==> src/rtl/dlr_pkg.sv <==
`timescale 1ns / 1ps
// Package for the datagram link responder: link modes, event and packet codes,
// register indexes and timing constants. No dependencies.
package dlr_pkg;

	// Link modes (state of the responder).
	localparam logic [1:0] MODE_DISC    = 2'd0;
	localparam logic [1:0] MODE_START   = 2'd1;
	localparam logic [1:0] MODE_WAITACK = 2'd2;
	localparam logic [1:0] MODE_CONN    = 2'd3;

	// Event codes.
	localparam logic [2:0] ACT_OPEN  = 3'd0;
	localparam logic [2:0] ACT_CLOSE = 3'd1;
	localparam logic [2:0] ACT_PKT   = 3'd2;
	localparam logic [2:0] ACT_TICK  = 3'd3;
	localparam logic [2:0] ACT_SEND  = 3'd4;

	// Received packet kinds.
	localparam logic [2:0] PKT_SYNREQ = 3'd0;
	localparam logic [2:0] PKT_SYN    = 3'd1;
	localparam logic [2:0] PKT_ACK    = 3'd2;
	localparam logic [2:0] PKT_KEEP   = 3'd3;
	localparam logic [2:0] PKT_DATA   = 3'd4;

	// Transmitted packet kinds.
	localparam logic [2:0] TX_NONE = 3'd0;
	localparam logic [2:0] TX_SYN  = 3'd1;
	localparam logic [2:0] TX_ACK  = 3'd2;
	localparam logic [2:0] TX_KEEP = 3'd3;
	localparam logic [2:0] TX_DATA = 3'd4;

	// Notices.
	localparam logic [1:0] NOTE_NONE = 2'd0;
	localparam logic [1:0] NOTE_CONN = 2'd1;
	localparam logic [1:0] NOTE_DROP = 2'd2;

	// Configuration register indexes.
	localparam logic [1:0] REG_ACK_LIMIT  = 2'd0;
	localparam logic [1:0] REG_KEEP_LIMIT = 2'd1;
	localparam logic [1:0] REG_KEEP_MS    = 2'd2;
	localparam logic [1:0] REG_INIT_SEQ   = 2'd3;

	// Timing constants in milliseconds.
	localparam logic [11:0] ACK_STEP_MS = 12'd3000;
	localparam logic [15:0] SYN_WAIT_MS = 16'd1000;

	// Register reset values.
	localparam logic [3:0]  ACK_LIMIT_RST = 4'd8;
	localparam logic [7:0]  KEEP_LIMIT_RST = 8'd3;
	localparam logic [15:0] KEEP_MS_RST    = 16'd5000;
	localparam logic [15:0] INIT_SEQ_RST   = 16'd0;

	// One result item.
	typedef struct packed {
		logic [2:0]  tx_kind;
		logic [15:0] tx_seq;
		logic        deliver;
		logic [1:0]  notice;
		logic [15:0] timer_delay_ms;
		logic        released;
		logic        bad_packet;
		logic [1:0]  link_state;
	} result_t;

endpackage

==> src/rtl/datagram_link_responder_fsm_unit.sv <==
`timescale 1ns / 1ps
// Datagram link responder: handshake, ack-wait retry and keepalive state machine.
// Depends on dlr_pkg for codes, constants and the result type.
//
// Pipeline: an accepted event passes through the input register, then the result
// register that also updates the link state, before its result reaches the master side.
// Throughput: one event per cycle unless m_tready stalls the result register; the
// state update for an event is done as it moves from the input to the result register.
// Reset: arst_n clears the link state, counters, flags and both stage valids at
// once and restores every configuration register to its default.
module datagram_link_responder_fsm_unit (
	input  logic        clk,
	input  logic        arst_n,
	// Event input.
	input  logic        s_tvalid,
	output logic        s_tready,
	input  logic [23:0] s_tdata,   // pkt_seq[15:0], pkt_short[16], payload_empty[17], zero pad
	input  logic [5:0]  s_tuser,   // action[2:0], pkt_kind[5:3]
	// Result output.
	output logic        m_tvalid,
	input  logic        m_tready,
	output logic [39:0] m_tdata,   // tx_seq[15:0], deliver[16], notice[18:17],
	                               // timer_delay_ms[34:19], released[35],
	                               // bad_packet[36], link_state[38:37], zero pad
	output logic [2:0]  m_tuser,   // tx_kind[2:0]
	// Configuration writes.
	input  logic        cfg_we,
	input  logic [1:0]  cfg_index,
	input  logic [15:0] cfg_data
);

	// Configuration registers.
	logic [3:0]  ack_limit_q;
	logic [7:0]  keep_limit_q;
	logic [15:0] keep_ms_q;
	logic [15:0] init_seq_q;

	// Link state.
	logic [1:0]  mode_q;
	logic [15:0] local_seq_q;
	logic [15:0] peer_seq_q;
	logic [7:0]  tick_q;
	logic        sent_q;
	logic        heard_q;

	// Input stage.
	logic        valid_s1;
	logic [2:0]  action_s1;
	logic [2:0]  kind_s1;
	logic [15:0] seq_s1;
	logic        short_s1;
	logic        empty_s1;

	// Result stage.
	logic                 valid_s2;
	dlr_pkg::result_t     res_s2;

	// Next-state and result logic.
	logic [1:0]  mode_d;
	logic [15:0] local_seq_d;
	logic [15:0] peer_seq_d;
	logic [7:0]  tick_d;
	logic        sent_d;
	logic        heard_d;
	dlr_pkg::result_t res_d;
	logic [8:0]  tick_next;
	logic [20:0] ack_delay;
	logic        advance;

	// The input stage moves on when the result register is free or being emptied.
	assign advance  = valid_s1 && (!valid_s2 || m_tready);
	assign s_tready = !valid_s1 || advance;

	assign tick_next = {1'b0, tick_q} + 9'd1;
	assign ack_delay = tick_next * dlr_pkg::ACK_STEP_MS;

	// Event processing for the item held in the input stage.
	always_comb begin
		mode_d      = mode_q;
		local_seq_d = local_seq_q;
		peer_seq_d  = peer_seq_q;
		tick_d      = tick_q;
		sent_d      = sent_q;
		heard_d     = heard_q;
		res_d       = '0;

		unique case (action_s1)
			dlr_pkg::ACT_OPEN: begin
				mode_d = dlr_pkg::MODE_START;
			end
			dlr_pkg::ACT_CLOSE: begin
				mode_d       = dlr_pkg::MODE_DISC;
				res_d.released = 1'b1;
			end
			dlr_pkg::ACT_PKT: begin
				if (mode_q != dlr_pkg::MODE_DISC) begin
					if (short_s1) begin
						res_d.bad_packet = 1'b1;
					end else begin
						case (kind_s1)
							dlr_pkg::PKT_SYNREQ: begin
								res_d.tx_kind = dlr_pkg::TX_SYN;
								res_d.tx_seq  = local_seq_q;
							end
							dlr_pkg::PKT_SYN: begin
								res_d.tx_kind = dlr_pkg::TX_ACK;
								res_d.tx_seq  = local_seq_q;
								if (mode_q == dlr_pkg::MODE_START) begin
									tick_d               = '0;
									mode_d               = dlr_pkg::MODE_WAITACK;
									res_d.timer_delay_ms = dlr_pkg::SYN_WAIT_MS;
								end
							end
							dlr_pkg::PKT_ACK, dlr_pkg::PKT_KEEP, dlr_pkg::PKT_DATA: begin
								if (kind_s1 != dlr_pkg::PKT_ACK) begin
									heard_d = 1'b1;
								end
								// An ack, keepalive or data packet completes the handshake.
								if (mode_q == dlr_pkg::MODE_WAITACK) begin
									peer_seq_d           = seq_s1;
									mode_d               = dlr_pkg::MODE_CONN;
									tick_d               = '0;
									res_d.timer_delay_ms = keep_ms_q;
									res_d.notice         = dlr_pkg::NOTE_CONN;
								end
								if (kind_s1 == dlr_pkg::PKT_DATA &&
								    mode_d == dlr_pkg::MODE_CONN) begin
									if (empty_s1) begin
										res_d.bad_packet = 1'b1;
									end else begin
										res_d.deliver = 1'b1;
									end
								end
							end
							default: begin
								res_d.bad_packet = 1'b1;
							end
						endcase
					end
				end
			end
			dlr_pkg::ACT_TICK: begin
				if (mode_q == dlr_pkg::MODE_WAITACK) begin
					if (tick_next > {5'd0, ack_limit_q}) begin
						mode_d         = dlr_pkg::MODE_DISC;
						res_d.released = 1'b1;
					end else begin
						// Retry with a delay that grows by one step per tick.
						tick_d        = tick_next[7:0];
						res_d.tx_kind = dlr_pkg::TX_ACK;
						res_d.tx_seq  = local_seq_q;
						res_d.timer_delay_ms = (ack_delay > 21'h00FFFF) ? 16'hFFFF
						                       : ack_delay[15:0];
					end
				end else if (mode_q == dlr_pkg::MODE_CONN) begin
					if (!sent_q) begin
						res_d.tx_kind = dlr_pkg::TX_KEEP;
						res_d.tx_seq  = local_seq_q;
					end else begin
						sent_d = 1'b0;
					end
					if (tick_next > {1'b0, keep_limit_q}) begin
						if (!heard_q) begin
							mode_d         = dlr_pkg::MODE_DISC;
							res_d.released = 1'b1;
							res_d.notice   = dlr_pkg::NOTE_DROP;
						end else begin
							heard_d = 1'b0;
							tick_d  = '0;
						end
					end else begin
						tick_d = tick_next[7:0];
					end
				end
			end
			dlr_pkg::ACT_SEND: begin
				if (mode_q != dlr_pkg::MODE_DISC) begin
					sent_d        = 1'b1;
					local_seq_d   = local_seq_q + 16'd1;
					res_d.tx_kind = dlr_pkg::TX_DATA;
					res_d.tx_seq  = local_seq_q + 16'd1;
				end
			end
			default: begin
			end
		endcase

		res_d.link_state = mode_d;
	end

	// Configuration registers.
	always_ff @(posedge clk or negedge arst_n) begin
		if (!arst_n) begin
			ack_limit_q  <= dlr_pkg::ACK_LIMIT_RST;
			keep_limit_q <= dlr_pkg::KEEP_LIMIT_RST;
			keep_ms_q    <= dlr_pkg::KEEP_MS_RST;
			init_seq_q   <= dlr_pkg::INIT_SEQ_RST;
		end else if (cfg_we) begin
			unique case (cfg_index)
				dlr_pkg::REG_ACK_LIMIT:  ack_limit_q  <= cfg_data[3:0];
				dlr_pkg::REG_KEEP_LIMIT: keep_limit_q <= cfg_data[7:0];
				dlr_pkg::REG_KEEP_MS:    keep_ms_q    <= cfg_data;
				dlr_pkg::REG_INIT_SEQ:   init_seq_q   <= cfg_data;
				default: begin
				end
			endcase
		end
	end

	// Link state registers; writing the initial sequence also reloads local_seq.
	always_ff @(posedge clk or negedge arst_n) begin
		if (!arst_n) begin
			mode_q      <= dlr_pkg::MODE_DISC;
			local_seq_q <= dlr_pkg::INIT_SEQ_RST;
			peer_seq_q  <= '0;
			tick_q      <= '0;
			sent_q      <= 1'b0;
			heard_q     <= 1'b0;
		end else begin
			if (advance) begin
				mode_q      <= mode_d;
				peer_seq_q  <= peer_seq_d;
				tick_q      <= tick_d;
				sent_q      <= sent_d;
				heard_q     <= heard_d;
			end
			if (cfg_we && cfg_index == dlr_pkg::REG_INIT_SEQ) begin
				local_seq_q <= cfg_data;
			end else if (advance) begin
				local_seq_q <= local_seq_d;
			end
		end
	end

	// Input stage control.
	always_ff @(posedge clk or negedge arst_n) begin
		if (!arst_n) begin
			valid_s1 <= 1'b0;
		end else if (s_tready) begin
			valid_s1 <= s_tvalid;
		end
	end

	// Input stage payload.
	always_ff @(posedge clk) begin
		if (s_tvalid && s_tready) begin
			action_s1 <= s_tuser[2:0];
			kind_s1   <= s_tuser[5:3];
			seq_s1    <= s_tdata[15:0];
			short_s1  <= s_tdata[16];
			empty_s1  <= s_tdata[17];
		end
	end

	// Result stage control.
	always_ff @(posedge clk or negedge arst_n) begin
		if (!arst_n) begin
			valid_s2 <= 1'b0;
		end else if (advance) begin
			valid_s2 <= 1'b1;
		end else if (m_tready) begin
			valid_s2 <= 1'b0;
		end
	end

	// Result stage payload.
	always_ff @(posedge clk) begin
		if (advance) begin
			res_s2 <= res_d;
		end
	end

	// Output packing.
	assign m_tvalid = valid_s2;
	assign m_tuser  = res_s2.tx_kind;
	assign m_tdata  = {1'b0, res_s2.link_state, res_s2.bad_packet, res_s2.released,
	                   res_s2.timer_delay_ms, res_s2.notice, res_s2.deliver,
	                   res_s2.tx_seq};

`ifndef SYNTHESIS
	// A held item in the input stage is never dropped.
	a_s1_hold: assert property (@(posedge clk) disable iff (!arst_n)
		valid_s1 && !advance |=> valid_s1)
		else $error("input stage item lost while stalled");

	// A release always leaves the link disconnected.
	a_release_disc: assert property (@(posedge clk) disable iff (!arst_n)
		valid_s2 && res_s2.released |-> res_s2.link_state == dlr_pkg::MODE_DISC)
		else $error("release with link not disconnected");

	// Delivery and a connect notice only happen on a connected link.
	a_deliver_conn: assert property (@(posedge clk) disable iff (!arst_n)
		valid_s2 && (res_s2.deliver || res_s2.notice == dlr_pkg::NOTE_CONN)
		|-> res_s2.link_state == dlr_pkg::MODE_CONN)
		else $error("delivery or connect notice on a link that is not connected");

	// No packet to send means a zero sequence.
	a_seq_zero: assert property (@(posedge clk) disable iff (!arst_n)
		valid_s2 && res_s2.tx_kind == dlr_pkg::TX_NONE |-> res_s2.tx_seq == 16'd0)
		else $error("sequence set without a packet to send");

	// Only one of deliver and bad_packet is ever raised.
	a_deliver_bad: assert property (@(posedge clk) disable iff (!arst_n)
		valid_s2 |-> !(res_s2.deliver && res_s2.bad_packet))
		else $error("item both delivered and flagged bad");
`endif

endmodule

==> config.mk <==
export PLATFORM = sky130hd
export DESIGN_NAME = datagram_link_responder_fsm_unit
export DESIGN_NICKNAME = d
export VERILOG_FILES = /design/src/rtl/dlr_pkg.sv /design/src/rtl/datagram_link_responder_fsm_unit.sv
export SDC_FILE = /design/constraint.sdc
export NUM_CORES = 1
export LEC_CHECK = 0
export BUFFER_PORTS_ARGS = -buffer_cell sky130_fd_sc_hd__buf_2
export CORE_ASPECT_RATIO = 0.6
export CORE_MARGIN = 10
export CORE_UTILIZATION = 30
export DETAILED_ROUTE_END_ITERATION = 8
export PLACE_DENSITY = 0.57
export REMOVE_ABC_BUFFERS = 1
export SETUP_SLACK_MARGIN = 0.2
export SYNTH_ARGS = -nofsm -noshare
export SYNTH_HDL_FRONTEND = slang
export SYNTH_SLANG_ARGS = --single-unit
export TNS_END_PERCENT = 1
==> constraint.sdc <==
create_clock -name clk -period 7 [get_ports clk]
set_input_delay 1.05 -clock clk [delete_from_list [all_inputs] [get_ports clk]]
set_output_delay 1.05 -clock clk [all_outputs]
set_load 0.1 [all_outputs]
==> results of run 1 <==
power groups by stage:
stage          clock network, W  logic (W)  registers [W]
4_1_cts                0.000554   0.000669       0.000810
3_3_place_gp                  0   0.000659       0.000821
5_1_grt                0.000580   0.000745       0.000822
3_5_place_dp                  0   0.000664       0.000823
2_1_floorplan                 0   0.000385       0.000940
6_report               0.000535   0.000661       0.000811
final cells by class:
| cell class | count | area (um2) | area share, % |
|---|---|---|---|
| clock buffers | 9 | 225 | 2.59 |
| clock inverters | 7 | 82.6 | 0.948 |
| inverters | 102 | 383 | 4.40 |
| multi-input cells | 523 | 4190 | 48.1 |
| flip-flops and latches | 108 | 2960 | 34.0 |
| well taps | 329 | 412 | 4.73 |
| repair buffers | 85 | 453 | 5.20 |
final timing paths:
check,startpoint,end,slack [ns],cells past startpoint
min,keep_ms_q[2],keep_ms_q[2],0.51,1
max,tick_q[1],m_tdata[28],0.60,21
min in group asynchronous,arst_n,mode_q[1],0.83,2
min reg2reg,keep_ms_q[2],keep_ms_q[2],0.51,1
max reg2reg,tick_q[1],m_tdata[28],0.60,21
max in group asynchronous,arst_n,keep_ms_q[15],5.60,2
per-stage QoR:
step / cell area (um2) / setup WS, ns / hold slack, ns / total power (W) / std cells
3_5_place_dp: 8400 / 0.635 / 0.494 / 0.00149 / 1147
5_1_grt: 8710 / 0.259 / 0.525 / 0.00215 / 1163
2_1_floorplan: 7530 / 1.23 / 0.473 / 0.00133 / 733
6_report: 8710 / 0.598 / 0.510 / 0.00201 / 1163
4_1_cts: 8710 / 0.618 / 0.511 / 0.00203 / 1163
3_3_place_gp: 8400 / 0.708 / 0.481 / 0.00148 / 1147
sequential cells by signal, summed over array words and instances (netlist names), 3 cells and up:
signal,cells
kind_s1,3
tick_q,8
ack_limit_q,4
keep_limit_q,8
local_seq_q,16
action_s1,3
keep_ms_q,16
m_tdata,39
m_tuser,3
cells in the final DEF (no fill, tap or decap), types with 3 or more instances in the layout:
cell type and n:
a31oi_1 8, nor4_1 5, ha_1 64, o2bb2ai_1 4
a21oi_1 27, xor2_1 13, xnor2_1 21, fa_1 29
edfxtp_1 50, nand4_1 8, nor2_1 40, a221o_1 13
a21o_1 18, nand3_1 18, dfrtp_1 50, buf_4 11
mux2_2 26, nand2b_1 7, and2_1 7, nor3_1 10
o22ai_1 5, o21ai_1 18, clkbuf_16 9, o21ai_0 35
inv_1 101, nand3b_1 6, a211oi_2 3, a211oi_1 5
o31ai_1 4, dfstp_2 8, and3_1 5, a211o_1 3
buf_2 74, nand2_1 70
metal layers:
layer  GRT usage [%]  share of wire, %
met5               0                 0
met4            1.93              0.47
met3            3.68               6.9
met2            14.7                37
met1            19.6                56
cells by family (layout without fill, tap and decap cells):
group	after synthesis	count (layout)	share of synthesized area, %
AOI/OAI and AO/OA	172	172	15.9
xor gates and xnor gates	35	35	4.16
adders and majority gates	93	93	18.0
buffers and inverters	128	203	7.11
DFF	108	108	38.5
muxes	28	28	4.07
other	1	1	0.0488
and+or+nand+nor	194	194	12.2
==> flow_summary_export.csv, run 1 <==
group,metric,value,unit
place,globalplace.congestion,0.900,
yosys,yosysMostFrequentCell,"inv_1",
cells_and_area,antenna_cells,0,
critical_path,path_cells,"ha_1 -> and4_1 -> nand3_2 -> and2_1 -> inv_1 -> xnor2_1 -> ha_1 -> or2_2 -> fa_1 -> fa_1 -> inv_1 -> fa_1 -> inv_1 -> ha_1 -> nand4_1 -> o21ai_0 -> or3b_1 -> a21oi_2 -> xnor2_1 -> o31a_2 -> a221o_1",
detailed_routing,drc,0,
global_routing,grt_overflow,0,
power,p_seq_share,40.4,%
critical_path,path_buf_inv,3,
critical_path,end_kind,"register",
power,power.density,231,nW/um2
cts,cts_buffer_depth,2,
yosys,syn_inst,759,
timing,max_freq,156,MHz
place,hpwl,15500,um
detailed_routing,vias_per_cell,4.96,
timing,period_share,91.5,%
cells_and_area,fin_util,34.4,%
detailed_routing,wirelength,19500,um
yosys,synth_edf_count,50,
timing,hold_viol_final,0,
cts,cts_resized,0,
cts,clk_latency,0.37,ns
critical_path,max_stage_delay,0.53,ns
timing,slew_violations,0,
status,status,"finished clean",
cells_and_area,drive_gt1_share,18.8,%
global_routing,grt_max_degree,59,
critical_path,crit_arrival,6.51,ns
cts,cts_sinks,108,
die,io_pins,98,
timing,finalSetupTns,0,ns
detailed_routing,vias,5772,
timing,rsz0062_at_grt,"false",
yosys,ys_async_sr_fraction,53.7,%
cts,hold_buffers,0,
cells_and_area,nets,975,
yosys,synth_seq_cells,108,
yosys,netlist_top_cells_area,"edfxtp_1 (20%), dfrtp_1 (16%), ha_1 (10%)",
cells_and_area,nFillCells,2553,
critical_path,crit_path_max_fanout,16,
global_routing,track_usage,12.1,%
die,start_util,30.4,%
power,p_int,0.00125,W
global_routing,grt_pass1_wl,30900,um
min_path,hold_class,"reg -> reg",
timing,tightest_slew,1.06,ns
power,clkPwrFrac,26.7,%
cts,cts_setup_buffers,0,
die,coreArea,25300,um2
critical_path,crit_family,"adder cells",
yosys,synth.largest_area_cell,"edfxtp_1",
timing,setup_viol,0,
critical_path,cp-start-kind,"register",
cts,htree_levels,3,
detailed_routing,wire_per_inst,16.8,um
yosys,ys_warn_count,0,
power,peakVddDrop,0.174,mV
cts,cts-root-buf,"clkbuf_16",
critical_path,critical_path_class,"reg -> reg",
timing,min_period,6.40,ns
die,rows,45,
die,dieHeight,144,um
yosys,ys_seq_area_share,38.5,%
cts,cts_tree,"done",
timing,slew_headroom,29.3,%
yosys,ys.flop_type,"edfxtp_1",
yosys,syn_area_per_cell,10.1,um2
yosys,synthDistinctLibCells,78,
critical_path,crit_required,7.11,ns
job,drv_cap,0,
global_routing,first_global_vias,5463,
die,die_area,32700,um2
yosys,netlist_area,7690,um2
cts,path_clk_slew,0.08,ns
global_routing,antenna_found_initial,0,
die,die-width,227,um
power,p_comb_share,32.9,%
yosys,synth_common_cells,"inv_1 (101), nand2_1 (70), ha_1 (64)",
cells_and_area,synthToLayoutAreaGrowth,13.2,%
power,power.switching,0.000756,W
power,power_leakage,3.95,nW
detailed_routing,ant_nets,0,
power,power.share.switching,37.6,%
critical_path,cp_slowest_cell,"dfrtp_1",
yosys,yosysTopAreaCellShare,19.5,%
detailed_routing,drt_first_iter_violations,478,
timing,finalClockSkew,0.00855,ns
cts,tritoncts.num_buffers,9,
place,portBuffers,74,
detailed_routing,first_pass_iters,5,
Note: power is estimated with default switching activity, not from simulation.
==> inputs of run 2 (changes only) <==
- BUFFER_PORTS_ARGS: -buffer_cell sky130_fd_sc_hd__buf_2 -> unset
- CTS_CLUSTER_SIZE: unset -> 40
- DONT_BUFFER_PORTS: unset -> 1
- PLACE_DENSITY: 0.57 -> 0.54
- RECOVER_POWER: unset -> 50
==> run 2 against run 1 <==
Net effect: the flow now finishes with violations (max-capacitance violations, max-slew violations); sequential cell count unchanged; critical path type unchanged; cell area decreased by 4.4%; critical endpoint is now m_tdata[25]; wire length increased by 1.1%; first-iteration DRC count increased by 9.2%; count of clock-buffer cells in the layout unchanged; register-to-register slack improved by 0.20 ns; highest routed layer unchanged.
==> flow_summary_export.csv, run 2 (same netlist as run 1, synthesis figures left out) <==
group,metric,value,unit
cts,cts_buffer_depth,2,
timing,period_share,88.6,%
cts,cts_sinks,108,
timing,fin_hold_ws,0.369,ns
global_routing,grt_pass1_wl,30600,um
timing,finalClockSkew,0.00744,ns
critical_path,path_cells,"ha_1 -> and4_1 -> nand3_2 -> and2_1 -> inv_1 -> xnor2_1 -> ha_1 -> or2_2 -> fa_1 -> fa_1 -> inv_1 -> fa_1 -> inv_1 -> ha_1 -> nand4_1 -> o21ai_0 -> or3b_1 -> a21oi_2 -> xnor2_1 -> o31a_2 -> a221o_1",
detailed_routing,vias,5548,
cts,cts_resized,0,
power,power.density,237,nW/um2
cells_and_area,largest_register_ffs,39,
critical_path,r2r-end,"m_tdata[25]",
job,drv_cap,1,
global_routing,grt_max_degree,59,
critical_path,rrSetupSlack,0.80,ns
power,p_total,0.00198,W
critical_path,crit_family,"adder cells",
cells_and_area,nFillCells,2552,
die,io_pins,98,
power,power_leakage,3.63,nW
cts,cts-root-buf,"clkbuf_16",
detailed_routing,first_pass_iters,5,
die,dieHeight,144,um
status,violations,"max-capacitance violations, max-slew violations",
cells_and_area,nets,902,
critical_path,crit_path_max_fanout,16,
detailed_routing,wire_per_inst,18.1,um
cells_and_area,final_cell_mix,"inv_1 (101), nand2_1 (70), ha_1 (64)",
timing,slew_violations,48,
detailed_routing,wirelength,19800,um
detailed_routing,top_layer,"met4",
detailed_routing,dr_wl_met3,1580,um
timing,min_period,6.20,ns
critical_path,r2r-start,"tick_q[1]",
die,start_util,30.4,%
cts,tritoncts.num_buffers,9,
timing,max_freq,161,MHz
timing,finalSetupTns,0,ns
place,globalplace.congestion,0.904,
global_routing,track_usage,12.1,%
timing,slew_headroom,-84.4,%
timing,rsz0062_at_grt,"false",
critical_path,worstRegToRegCells,21,
critical_path,max_stage_delay,0.53,ns
cts,cts_tree,"done",
global_routing,grt_overflow,0,
critical_path,end_kind,"register",
timing,tightest_slew,2.77,ns
timing,setup_viol,0,
cells_and_area,synthToLayoutAreaGrowth,8.25,%
die,die-width,227,um
cts,clk_latency,0.37,ns
place,portBuffers,0,
cts,cts_setup_buffers,0,
critical_path,cp-start-kind,"register",
detailed_routing,wl_met2,7310,um
global_routing,first_global_vias,5083,
critical_path,critical_path_class,"reg -> reg",
critical_path,crit_required,7.11,ns
cts,htree_levels,3,
cells_and_area,fin_util,32.9,%
status,status,"complete, but fails checks",
detailed_routing,ant_nets,0,
die,die_area,32700,um2
die,rows,45,
global_routing,antenna_found_initial,0,
detailed_routing,drc,0,
place,post-place-ws,0.847,ns
cells_and_area,final_common_cell,"inv_1",
min_path,hold_class,"in -> async",
die,coreArea,25300,um2
critical_path,crit_arrival,6.31,ns
detailed_routing,drt_first_iter_violations,522,
power,peakVddDrop,0.119,mV
timing,hold_viol_final,0,
critical_path,cp_slowest_cell,"fa_1",
timing,finalWorstSetupSlack,0.800,ns
detailed_routing,vias_per_cell,5.09,
cells_and_area,antenna_cells,0,
cts,hold_buffers,0,
cells_and_area,drive_gt1_share,10.5,%
place,hpwl,15400,um
critical_path,path_buf_inv,3,
detailed_routing,wl_met1,10800,um
cts,path_clk_slew,0.08,ns
[run 2: layout make-up]
cell class	instances	area (um2)	area share [%]
Multi-Input combinational cell	523	4190	50.3
Sequential cell	108	2960	35.6
Tap cell	329	412	4.94
Inverter	102	383	4.60
Clock buffer	9	225	2.71
Timing Repair Buffer	12	78.8	0.947
Clock inverter	7	75.1	0.902
[run 2: where the power goes]
| group | leakage, nW | switching [W] | total (W) | internal (W) |
|---|---|---|---|---|
| Clock | 0.145 | 0.000251 | 0.000531 | 0.000280 |
| Sequential | 1.20 | 0.000192 | 0.000945 | 0.000753 |
| Combinational | 2.29 | 0.000300 | 0.000501 | 0.000201 |
[run 2: worst max path at each step]
stage / depth (start not counted) / slack [ns] / start / to
finish: 21 / 0.80 / tick_q[1] / m_tdata[25]
global route: 22 / 0.53 / tick_q[1] / m_tdata[28]
CTS: 21 / 0.83 / tick_q[1] / m_tdata[25]
detailed placement: 21 / 0.85 / tick_q[1] / m_tdata[26]
global placement: 21 / 0.87 / tick_q[1] / m_tdata[25]
floorplan: 21 / 1.23 / tick_q[0] / m_tdata[22]
[run 2: stage by stage]
step	std cells	area, um2
2_1_floorplan	733	7530
5_1_grt	1090	8330
4_1_cts	1090	8340
6_report	1090	8330
3_5_place_dp	1074	8040
3_3_place_gp	1074	8040
[run 2: routing by layer]
layer | up-vias | track usage, %
met2 | 169 | 14.5
met1 | 2703 | 19.5
met3 | 12 | 4.13
li1 | 2664 | -
met5 | - | 0
met4 | 0 | 2.11
==> inputs of run 3 (changes only) <==
- PLACE_DENSITY: 0.54 -> 0.46
==> run 3 against run 2 <==
Net effect: hold slack got worse by 0.0055 ns; total power increased by 0.30%; count of clock-buffer cells in the layout unchanged; setup slack improved by 0.037 ns; highest routed layer unchanged; non-clock buffer count unchanged; clock skew increased by 0.0027 ns; via count decreased by 1.2%; the run still ends with max-capacitance violations, max-slew violations left; wire length increased by 3.4%; global-route usage increased by 0.65 points.
==> flow_summary_export.csv, run 3 (same netlist as run 1, synthesis figures left out) <==
group,metric,value,unit
die,rows,45,
detailed_routing,drc,0,
die,start_util,30.4,%
timing,slew_violations,48,
timing,max_freq,162,MHz
die,die-width,227,um
cts,clk_latency,0.38,ns
die,dieHeight,144,um
power,power_leakage,3.64,nW
critical_path,path_buf_inv,3,
critical_path,cp_slowest_cell,"fa_1",
cts,hold_buffers,0,
timing,rsz0062_at_grt,"false",
cells_and_area,final_cell_mix,"inv_1 (101), nand2_1 (70), ha_1 (64)",
critical_path,crit_required,7.12,ns
critical_path,critical_path_class,"reg -> reg",
status,violations,"max-capacitance violations, max-slew violations",
die,io_pins,98,
critical_path,rrSetupSlack,0.84,ns
timing,tightest_slew,2.75,ns
cts,path_clk_slew,0.08,ns
detailed_routing,wirelength,20400,um
timing,min_period,6.16,ns
critical_path,path_cells,"ha_1 -> and4_1 -> nand3_2 -> and2_1 -> inv_1 -> xnor2_1 -> ha_1 -> or2_2 -> fa_1 -> fa_1 -> inv_1 -> fa_1 -> inv_1 -> ha_1 -> nand4_1 -> o21ai_0 -> or3b_1 -> a21oi_2 -> xnor2_1 -> o31a_2 -> a221o_1",
timing,fin_hold_ws,0.363,ns
cts,cts_resized,0,
cells_and_area,nets,902,
cells_and_area,largest_register_ffs,39,
cts,cts-root-buf,"clkbuf_16",
cts,cts_setup_buffers,0,
cells_and_area,drive_gt1_share,10.6,%
job,drv_cap,1,
cells_and_area,final_common_cell,"inv_1",
critical_path,crit_arrival,6.29,ns
place,globalplace.congestion,0.828,
timing,hold_viol_final,0,
detailed_routing,drt_first_iter_violations,509,
status,status,"complete, but fails checks",
global_routing,grt_max_degree,59,
timing,slew_headroom,-83.5,%
critical_path,max_stage_delay,0.53,ns
critical_path,crit_family,"adder cells",
cts,cts_tree,"done",
power,peakVddDrop,0.116,mV
place,portBuffers,0,
critical_path,r2r-end,"m_tdata[24]",
detailed_routing,ant_nets,0,
global_routing,first_global_vias,5269,
critical_path,crit_path_max_fanout,16,
min_path,hold_class,"in -> async",
cells_and_area,synthToLayoutAreaGrowth,8.31,%
detailed_routing,vias_per_cell,5.03,
detailed_routing,first_pass_iters,4,
cells_and_area,antenna_cells,0,
power,power.density,238,nW/um2
die,coreArea,25300,um2
detailed_routing,vias,5481,
detailed_routing,wire_per_inst,18.7,um
timing,finalSetupTns,0,ns
die,die_area,32700,um2
global_routing,grt_pass1_wl,31800,um
cts,tritoncts.num_buffers,9,
critical_path,worstRegToRegCells,21,
place,hpwl,16000,um
cts,cts_sinks,108,
timing,period_share,88.0,%
cts,cts_buffer_depth,2,
timing,finalClockSkew,0.0101,ns
timing,setup_viol,0,
critical_path,r2r-start,"tick_q[0]",
global_routing,track_usage,12.7,%
critical_path,cp-start-kind,"register",
global_routing,antenna_found_initial,0,
global_routing,grt_overflow,0,
cts,htree_levels,3,
critical_path,end_kind,"register",
-- run 3: through the flow --
step	util (%)	setup slack, ns	cell area, um2	cells	total power (W)
finish	33.0	0.837	8330	1090	0.00198
CTS	33.0	0.838	8340	1090	0.00201
global route	33.0	0.408	8330	1090	0.00213
detailed placement	31.8	0.856	8040	1074	0.00147
floorplan	-	1.23	7530	733	0.00133
global placement	31.8	0.868	8040	1074	0.00147
-- run 3: where the power goes --
part           total (W)  internal (W)  switching (W)
logic           0.000513      0.000203       0.000309
clock network   0.000526      0.000254       0.000271
registers       0.000944      0.000753       0.000192
-- run 3: layout make-up --
| class | count | area (um2) |
|---|---|---|
| fillers | 2582 | 17000 |
| multi-input cells | 523 | 4190 |
| flip-flops and latches | 108 | 2960 |
| well taps | 329 | 412 |
| inverters | 102 | 383 |
| clock buffers | 9 | 225 |
| repair buffers | 12 | 82.6 |
| clock inverters | 7 | 76.3 |
-- run 3: metal layers --
metal | vias to the layer above | global-route usage, % | share of wire, %
met2 | 111 | 15.3 | 36
met4 | 0 | 2.11 | 0.63
met1 | 2690 | 21.2 | 58
li1 | 2667 | - | -
met3 | 13 | 3.30 | 5.7
met5 | - | 0 | 0
-- run 3: how the worst max path moves through the flow --
stage | startpoint | endpoint | slack, ns | depth (start not counted)
final | tick_q[0] | m_tdata[24] | 0.84 | 21
after global routing | tick_q[5] | m_tdata[24] | 0.41 | 19
after CTS | tick_q[1] | m_tdata[24] | 0.84 | 21
after detailed placement | tick_q[1] | m_tdata[24] | 0.86 | 21
after global placement | tick_q[0] | m_tdata[25] | 0.87 | 21
after floorplan | tick_q[0] | m_tdata[22] | 1.23 | 21
